[config.mk]
export PLATFORM = sky130hd
export DESIGN_NAME = skvot_cell
export DESIGN_NICKNAME = d
export VERILOG_FILES = /design/src/design/sorted_key_value_override_table_unit_defines.svh /design/src/design/skvot_pkg.sv /design/src/design/skvot_cell.sv
export SDC_FILE = /design/constraint.sdc
export NUM_CORES = 1
export LEC_CHECK = 0
export ABC_AREA = 1
export ABC_CLOCK_PERIOD_IN_PS = 4300
export BUFFER_PORTS_ARGS = -buffer_cell sky130_fd_sc_hd__buf_2
export CAP_MARGIN = 10
export CORE_UTILIZATION = 47
export CTS_BUF_LIST = sky130_fd_sc_hd__clkbuf_8
export DETAILED_ROUTE_END_ITERATION = 10
export PLACE_DENSITY = 0.95
export SLEW_MARGIN = 20
export SYNTH_ARGS = -nofsm -noshare
export SYNTH_HDL_FRONTEND = slang
export SYNTH_SLANG_ARGS = --single-unit
export TNS_END_PERCENT = 30
[constraint.sdc]
create_clock -name i_clk -period 4.3 [get_ports i_clk]
set_input_delay 0.645 -clock i_clk [delete_from_list [all_inputs] [get_ports i_clk]]
set_output_delay 0.645 -clock i_clk [all_outputs]
set_load 0.01 [all_outputs]
[src/design/sorted_key_value_override_table_unit_defines.svh]
// Assertion macros for the override table unit.
`ifndef SORTED_KEY_VALUE_OVERRIDE_TABLE_UNIT_DEFINES_SVH
`define SORTED_KEY_VALUE_OVERRIDE_TABLE_UNIT_DEFINES_SVH

// Same-cycle implication, disabled while reset is low.
`define SKVOT_ASSERT_IMP(lbl, clk, rst_n, ante, cons) \
    lbl: assert property (@(posedge clk) disable iff (!rst_n) (ante) |-> (cons)) \
        else $error("override table check failed");

// Next-cycle implication, disabled while reset is low.
`define SKVOT_ASSERT_NXT(lbl, clk, rst_n, ante, cons) \
    lbl: assert property (@(posedge clk) disable iff (!rst_n) (ante) |=> (cons)) \
        else $error("override table check failed");

`endif

[src/design/skvot_pkg.sv]
// ----------------------------------------------------------------------------
// skvot_pkg
// Types and constants for the sorted key/value override table.
// ----------------------------------------------------------------------------
package skvot_pkg;

    localparam int KEY_W = 16;
    localparam int VAL_W = 32;
    localparam int REQ_W = 2;

    localparam logic [KEY_W-1:0] EMPTY_KEY = {KEY_W{1'b1}};

    typedef enum logic [REQ_W-1:0] {
        REQ_STORE  = 2'd0,
        REQ_LOOKUP = 2'd1,
        REQ_REMOVE = 2'd2
    } t_req;

    // Broadcast control for every cell of the row
    typedef struct packed {
        logic             capture;
        logic             write_hit;
        logic             insert;
        logic             remove;
        logic [KEY_W-1:0] key;
        logic [VAL_W-1:0] value;
    } t_cell_ctl;

endpackage

[src/design/skvot_cell.sv]
// ----------------------------------------------------------------------------
// skvot_cell
// One slot of the sorted row: holds a key and value, compares against the
// broadcast key and shifts from either neighbour on insert or remove.
// ----------------------------------------------------------------------------
module skvot_cell (
    input  logic                        i_clk,
    input  logic                        i_rst_n,
    input  skvot_pkg::t_cell_ctl        i_ctl,
    input  logic [skvot_pkg::KEY_W-1:0] i_below_key,
    input  logic [skvot_pkg::VAL_W-1:0] i_below_value,
    input  logic                        i_below_lt,
    input  logic [skvot_pkg::KEY_W-1:0] i_above_key,
    input  logic [skvot_pkg::VAL_W-1:0] i_above_value,
    output logic [skvot_pkg::KEY_W-1:0] o_key,
    output logic [skvot_pkg::VAL_W-1:0] o_value,
    output logic                        o_lt,
    output logic                        o_eq
);

    logic [skvot_pkg::KEY_W-1:0] r_key;
    logic [skvot_pkg::VAL_W-1:0] r_value;
    logic                        r_lt;
    logic                        r_eq;

    // Hold key with reset to the empty mark
    always_ff @(posedge i_clk) begin
        if (!i_rst_n) begin
            r_key <= skvot_pkg::EMPTY_KEY;
        end else if (i_ctl.insert && !r_lt) begin
            r_key <= i_below_lt ? i_ctl.key : i_below_key;
        end else if (i_ctl.remove && !r_lt) begin
            r_key <= i_above_key;
        end
    end

    // Hold value; overwrite on hit, shift on insert or remove
    always_ff @(posedge i_clk) begin
        if (i_ctl.write_hit && r_eq) begin
            r_value <= i_ctl.value;
        end else if (i_ctl.insert && !r_lt) begin
            r_value <= i_below_lt ? i_ctl.value : i_below_value;
        end else if (i_ctl.remove && !r_lt) begin
            r_value <= i_above_value;
        end
    end

    // Capture compare flags against the broadcast key
    always_ff @(posedge i_clk) begin
        if (i_ctl.capture) begin
            r_lt <= (r_key < i_ctl.key);
            r_eq <= (r_key == i_ctl.key);
        end
    end

    assign o_key   = r_key;
    assign o_value = r_value;
    assign o_lt    = r_lt;
    assign o_eq    = r_eq;

endmodule
==> results of run 1 <==
-- cell families (layout without fill, tap and decap cells) --
family | Yosys count | count (layout) | synth area share (%)
and+or+nand+nor | 112 | 112 | 14.0
adders and majority gates | 16 | 16 | 6.59
AOI/OAI and AO/OA | 154 | 154 | 27.4
DFF | 50 | 50 | 44.2
buffers and inverters | 52 | 236 | 7.87
-- how the worst min path moves through the flow --
stage,from,to,depth (start not counted)
4_1_cts,o_key[9],o_key[9],2
2_1_floorplan,o_key[10],o_key[10],2
3_3_place_gp,o_key[14],o_key[14],2
5_1_grt,o_key[9],o_key[9],2
6_report,o_key[9],o_key[9],2
3_5_place_dp,o_key[9],o_key[9],2
-- state kept, by name, summed over array words and instances, names as in the netlist --
register and cells:
o_key 16, o_eq 1, o_value 32, o_lt 1
-- synth_stat cells --
master,instances,share of area [%]
sky130_fd_sc_hd__buf_4,4,0.99
sky130_fd_sc_hd__nor2_1,9,1.1
sky130_fd_sc_hd__o211ai_1,15,3.7
sky130_fd_sc_hd__o21ai_0,50,8.2
sky130_fd_sc_hd__o21a_1,1,0.25
sky130_fd_sc_hd__o21ai_4,1,0.54
sky130_fd_sc_hd__edfxtp_1,34,34
sky130_fd_sc_hd__buf_2,9,1.5
sky130_fd_sc_hd__nand2_2,1,0.21
sky130_fd_sc_hd__buf_1,1,0.12
sky130_fd_sc_hd__o21ai_2,1,0.29
sky130_fd_sc_hd__clkbuf_2,2,0.33
sky130_fd_sc_hd__clkbuf_1,9,1.1
sky130_fd_sc_hd__inv_1,22,2.7
sky130_fd_sc_hd__a21oi_1,53,8.7
sky130_fd_sc_hd__dfxtp_1,16,11
sky130_fd_sc_hd__a21o_1,2,0.49
sky130_fd_sc_hd__ha_1,16,6.6
sky130_fd_sc_hd__inv_2,3,0.37
sky130_fd_sc_hd__nand2_1,101,12
sky130_fd_sc_hd__buf_6,2,0.74
sky130_fd_sc_hd__o21ai_1,30,4.9
sky130_fd_sc_hd__nand4_1,1,0.21
sky130_fd_sc_hd__a31oi_1,1,0.21
-- power groups by stage --
stage          clock [mW]  sequential, mW  combinational, mW
3_5_place_dp            0           0.619              0.372
3_3_place_gp            0           0.617              0.359
2_1_floorplan           0           0.645              0.185
5_1_grt             0.358           0.615              0.420
4_1_cts             0.339           0.608              0.373
6_report            0.333           0.608              0.374
-- critical path, delay by kind of cell --
| kind | cells | cell delay [ps] |
|---|---|---|
| AOI/OAI and AO/OA | 2 | 630 |
| buffers and inverters | 3 | 1190 |
| and+or+nand+nor | 1 | 90 |
-- area by class of cell --
class	count	area (um2)	area share [%]
Clock buffer	5	68.8	1.67
Tap cell	75	93.8	2.28
Clock inverter	3	41.3	1.00
Multi-Input combinational cell	282	1460	35.4
Timing Repair Buffer	203	1020	24.8
Sequential cell	50	1340	32.6
Inverter	25	93.8	2.28
-- metal layers --
metal,GRT usage [%],wire [um]
met1,29.1,3390
met5,0,0
met2,51.7,4900
met3,5.82,889
met4,11.9,241
-- stage by stage --
step	total power [mW]	util, %	hold slack, ps
6_report	1.31	68.0	501
5_1_grt	1.39	68.0	542
4_1_cts	1.32	68.0	506
3_5_place_dp	0.991	66.2	484
3_3_place_gp	0.976	66.2	477
2_1_floorplan	0.830	-	528
==> flow_metrics.tcl, run 1 <==
set metrics [dict create \
    most_common_library_cell_in_the_layout_ignoring_fill_and_taps "sky130_fd_sc_hd__buf_2" \
    fin_ws_ps 1890 \
    max_freq_ghz 0.415 \
    slowest_stage "sky130_fd_sc_hd__o21ai_2" \
    routed_wirelength_um 9420 \
    cts_made_buffers 5 \
    synth.avg_cell_area_um2 7.91 \
    netSwitchingPower_mw 0.404 \
    switching_power_share_of_the_total_pct 30.7 \
    floorplan.die_area_um2 6790 \
    globalRouteOverflowTotal 0 \
    synthesis.instances 384 \
    initial_antenna_violation_count 0 \
    fp.coreArea_um2 6060 \
    power.density_nw_per_um2 319 \
    preCtsSetupSlack_ps 1610 \
    clkSlewWorstSetupHoldPaths_ps 100 \
    slew-limit-headroom_pct 34.6 \
    viasPerCell 5.51 \
    drt-initial-drc-count 223 \
    diodes 0 \
    placedCellCount 635 \
    postCtsSetupBuffers 0 \
    critical_path.reg2reg.endpoint "o_value[12]" \
    fill_cells 497 \
    layout_min_cycle_time_ps 2410 \
    cts.hold.buffers_added 0 \
    grt_max_degree 50 \
    antenna_violating_nets_post_route 0 \
    power.clock.fraction_pct 25.3 \
    ys_seq_elements 50 \
    rsz0062_at_grt "false" \
    cts.root.buffer_cell "sky130_fd_sc_hd__clkbuf_8" \
    avgRoutedWirePerCell_um 14.6 \
    buffer_ports.inserted 200 \
    globalplace.congestion 0.883 \
    all_layer_gr_usage_pct 27.4 \
    worst_ir_drop_vdd_mv 0.197 \
    worst_setup_path_end "o_value[12]" \
    cts_buffer_depth 2 \
    grt_pass1_wl_um 14200 \
    layout_cells_sized_above_1_pct 38.0 \
    tns_ps 0 \
    critPathKind "in -> reg" \
    ctsHtreeMaxLevel 2 \
    post_cts_resized 0 \
    clock_latency_ps 300 \
    transition_time_at_the_pin_with_the_least_slew_margin_ps 978 \
    end_kind "flop" \
    p_leak_nw 2.00 \
    hold_violation_total_from_the_final_report 0 \
    layout-area-overhead-vs-synth_pct 35.6 \
    std_cell_rows 28 \
    cellInternalPower_mw 0.911 \
    seq_power_share_pct 46.3 \
    crit-reg2reg-launch "o_eq" \
    setup_viol 0 \
    cts_tree "yes" \
    skew_ps 7.49 \
    r2r_slack_ps 2090 \
    initial_utilization_pct 50.1 \
    worstPathArrival_ps 2560 \
    crit_path_cell_trace "buf_2, inv_2, o21ai_2, buf_4, nand2_1, o21ai_1" \
    setup.worst_path.start_class "primary input" \
    vias 3545 \
    synthesis.yosys.warnings 0 \
    instances_no_fill 643 \
    number_of_global_route_vias_before_repair 3285 \
    nets 734 \
    worst_hold_path_class "reg -> reg" \
    io-pin-count 201 \
    required_time_at_the_worst_slack_endpoint_ps 4450 \
    synthesis.nets 551 \
    yosys.cell_types.count 24 \
    seq_total_area_yosys_pct 44.2 \
    layout_worst_path_cycle_share_pct 56.0 \
    die_y_um 82.4 \
    critical_path_origin "i_below_lt" \
    cts.sink_count 50 \
    layout_common_cells "200 x sky130_fd_sc_hd__buf_2, 101 x sky130_fd_sc_hd__nand2_1, 53 x sky130_fd_sc_hd__a21oi_1, 50 x sky130_fd_sc_hd__o21ai_0, 34 x sky130_fd_sc_hd__edfxtp_1" \
    reg2regPathDepth 5 \
    drc 0 \
    hpwlAfterDp_um 6910 \
    placed_cell_area_um2 4010 \
    critical_path.max_fanout 34 \
    outcome "complete, no violations" \
    final_cell_area_um2 4120 \
    dr.pass1.iters 5 \
    final-max-slew-violation-count 0 \
    comb_power_share_pct 28.4 \
    worst_path_largest_cell_delay_ps 530 \
    fp.dieW_um 82.4 \
    synth.cell_area_um2 3040 \
    number_of_max_capacitance_violations_reported 0 \
]
(Power assumes the default switching activity.)
==> run 2, diff against run 1 <==
- ABC_AREA: 1 -> 0
- ABC_CLOCK_PERIOD_IN_PS: 4300 -> 2300
- CORE_UTILIZATION: 47 -> 43
- PLACE_DENSITY: 0.95 -> 0.94
- clock period: 4.3 -> 2.3 ns (I/O delays scaled with it)
==> flow_metrics.tcl, run 2 <==
set metrics [dict create \
    outcome "complete, no violations" \
    routed_wirelength_um 8510 \
    wl_met2_um 4460 \
    vias 3069 \
    skew_ps 5.73 \
    globalplace.congestion 0.796 \
    fill_cells 540 \
    most_common_library_cell_in_the_layout_ignoring_fill_and_taps "sky130_fd_sc_hd__buf_2" \
    postSynth.asyncResetShare_pct 0 \
    layout-area-overhead-vs-synth_pct 40.5 \
    ctsHtreeMaxLevel 2 \
    worst_path_largest_cell_delay_ps 550 \
    dr.pass1.iters 4 \
    reg2regPathDepth 5 \
    setup_viol 0 \
    max_freq_ghz 0.564 \
    worst_hold_path_class "in -> reg" \
    number_of_global_route_vias_before_repair 2985 \
    largest_reg_flops 32 \
    reg_area_um2 1340 \
    synthesis.instances 311 \
    viasPerCell 5.29 \
    initial_antenna_violation_count 0 \
    synth.cell_area_um2 2850 \
    slew-limit-headroom_pct 59.7 \
    fin_ws_ps 528 \
    cts.root.buffer_cell "sky130_fd_sc_hd__clkbuf_8" \
    critical_path.max_fanout 3 \
    instances_no_fill 580 \
    cts_buffer_depth 2 \
    required_time_at_the_worst_slack_endpoint_ps 2360 \
    all_layer_gr_usage_pct 24.6 \
    post_cts_resized 0 \
    critPathKind "reg -> reg" \
    layout_common_cells "200 x sky130_fd_sc_hd__buf_2, 38 x sky130_fd_sc_hd__a21oi_1, 37 x sky130_fd_sc_hd__nand2_1, 34 x sky130_fd_sc_hd__nor2_1, 34 x sky130_fd_sc_hd__edfxtp_1" \
    floorplan.die_area_um2 6960 \
    hold_violation_total_from_the_final_report 0 \
    globalRouteOverflowTotal 0 \
    synth.avg_cell_area_um2 9.17 \
    layout_worst_path_cycle_share_pct 77.0 \
    cts_tree "yes" \
    io-pin-count 201 \
    die_y_um 83.4 \
    antenna_violating_nets_post_route 0 \
    r2r_slack_ps 530 \
    setup.worst_path.start_class "flop" \
    synth_enable_flop_cells 34 \
    worst_ir_drop_vdd_mv 0.298 \
    slowest_stage "sky130_fd_sc_hd__or4_4" \
    synthesis.nets 478 \
    rsz0062_at_grt "false" \
    tns_ps 0 \
    placedCellCount 572 \
    worstPathBufferInverterCount 0 \
    transition_time_at_the_pin_with_the_least_slew_margin_ps 605 \
    clkSlewWorstSetupHoldPaths_ps 90 \
    avgRoutedWirePerCell_um 14.7 \
    synthDominantAreaCellType "sky130_fd_sc_hd__edfxtp_1" \
    cts.sink_count 50 \
    grt_max_degree 65 \
    final-max-slew-violation-count 0 \
    layout_cells_sized_above_1_pct 43.5 \
    synth.top_cells.by_count "38 x sky130_fd_sc_hd__a21oi_1, 37 x sky130_fd_sc_hd__nand2_1, 34 x sky130_fd_sc_hd__edfxtp_1, 34 x sky130_fd_sc_hd__nor2_1, 32 x sky130_fd_sc_hd__o22ai_1" \
    worstPathArrival_ps 1830 \
    post_synth_main_area_contributors "sky130_fd_sc_hd__edfxtp_1 36%, sky130_fd_sc_hd__dfxtp_1 11%, sky130_fd_sc_hd__ha_1 7.0%" \
    p_leak_nw 1.95 \
    yosysMostFrequentCell "sky130_fd_sc_hd__a21oi_1" \
    std_cell_rows 29 \
    top_signal_layer_used "met4" \
    crit_path_cell_trace "ha_1, nand4_1, or4_4, a21oi_2, nor3_1" \
    postCtsSetupBuffers 0 \
    fp.dieW_um 83.4 \
    worst_path_dominant_cell_family "simple AND/OR/NAND/NOR gates" \
    worst_hold_path.num_cells 1 \
    cts_made_buffers 5 \
    preCtsSetupSlack_ps 364 \
    ys_seq_elements 50 \
    end_kind "flop" \
    initial_utilization_pct 44.7 \
    nets 669 \
    finish.utilization_pct 62.7 \
    synth.top_cell.area_share_pct 35.8 \
    synthesis.yosys.warnings 0 \
    fp.coreArea_um2 6390 \
    yosys.cell_types.count 27 \
    drt-initial-drc-count 97 \
    cts.hold.buffers_added 0 \
    wl_met1_um 3120 \
    number_of_max_capacitance_violations_reported 0 \
    crit_cells 5 \
    grt_pass1_wl_um 13800 \
    layout_min_cycle_time_ps 1770 \
    buffer_ports.inserted 200 \
    drc 0 \
    diodes 0 \
    seq_total_area_yosys_pct 47.0 \
    wl_met3_um 582 \
    clock_latency_ps 300 \
    hpwlAfterDp_um 6680 \
    power.density_nw_per_um2 612 \
    synthFlopType "sky130_fd_sc_hd__edfxtp_1" \
    multi_input_area_um2 1350 \
]
-- run 2: cell type report --
type                            instances  share of cell area (%)
Clock buffer                            5                    1.72
Clock inverter                          3                    1.03
Inverter                               16                    1.50
Multi-Input combinational cell        222                    33.6
Sequential cell                        50                    33.5
Tap cell                               77                    2.40
Timing Repair Buffer                  207                    26.3
-- run 2: stage by stage --
stage | area [um2] | hold slack, ps | power [mW]
floorplan | 2850 | 457 | 1.55
global placement | 3900 | 487 | 1.84
detailed placement | 3900 | 494 | 1.87
CTS | 4010 | 249 | 2.48
global route | 4010 | 241 | 2.60
finish | 4010 | 259 | 2.45
-- run 2: per-layer routing --
metal	track usage (%)	vias up
met5	0	-
met1	27.1	1369
met4	11.7	0
li1	-	1520
met2	44.6	150
met3	5.67	30
-- run 2: worst paths after layout --
check / from / endpoint
setup / recovery: o_key[11] / o_lt
hold / removal: i_ctl[51] / o_lt
setup reg to reg: o_key[11] / o_lt
hold reg to reg: o_key[8] / o_key[8]
-- run 2: kinds of logic after synthesis --
family / after synthesis / synth area share [%]
AO/OA/AOI/OAI: 109 / 22.7
adder cells (fa/ha/maj): 16 / 7.02
buffers and inverters: 39 / 5.97
flip-flops: 50 / 47.0
multiplexers: 16 / 5.62
AND/OR/NAND/NOR: 81 / 11.6
-- run 2: power breakdown --
part           leakage, nW  total (mW)  internal [mW]  switching (mW)
sequential           0.461        1.14           1.09          0.0460
clock               0.0556       0.606          0.320           0.286
combinational         1.43       0.708          0.319           0.389
total                 1.95        2.45           1.73           0.721
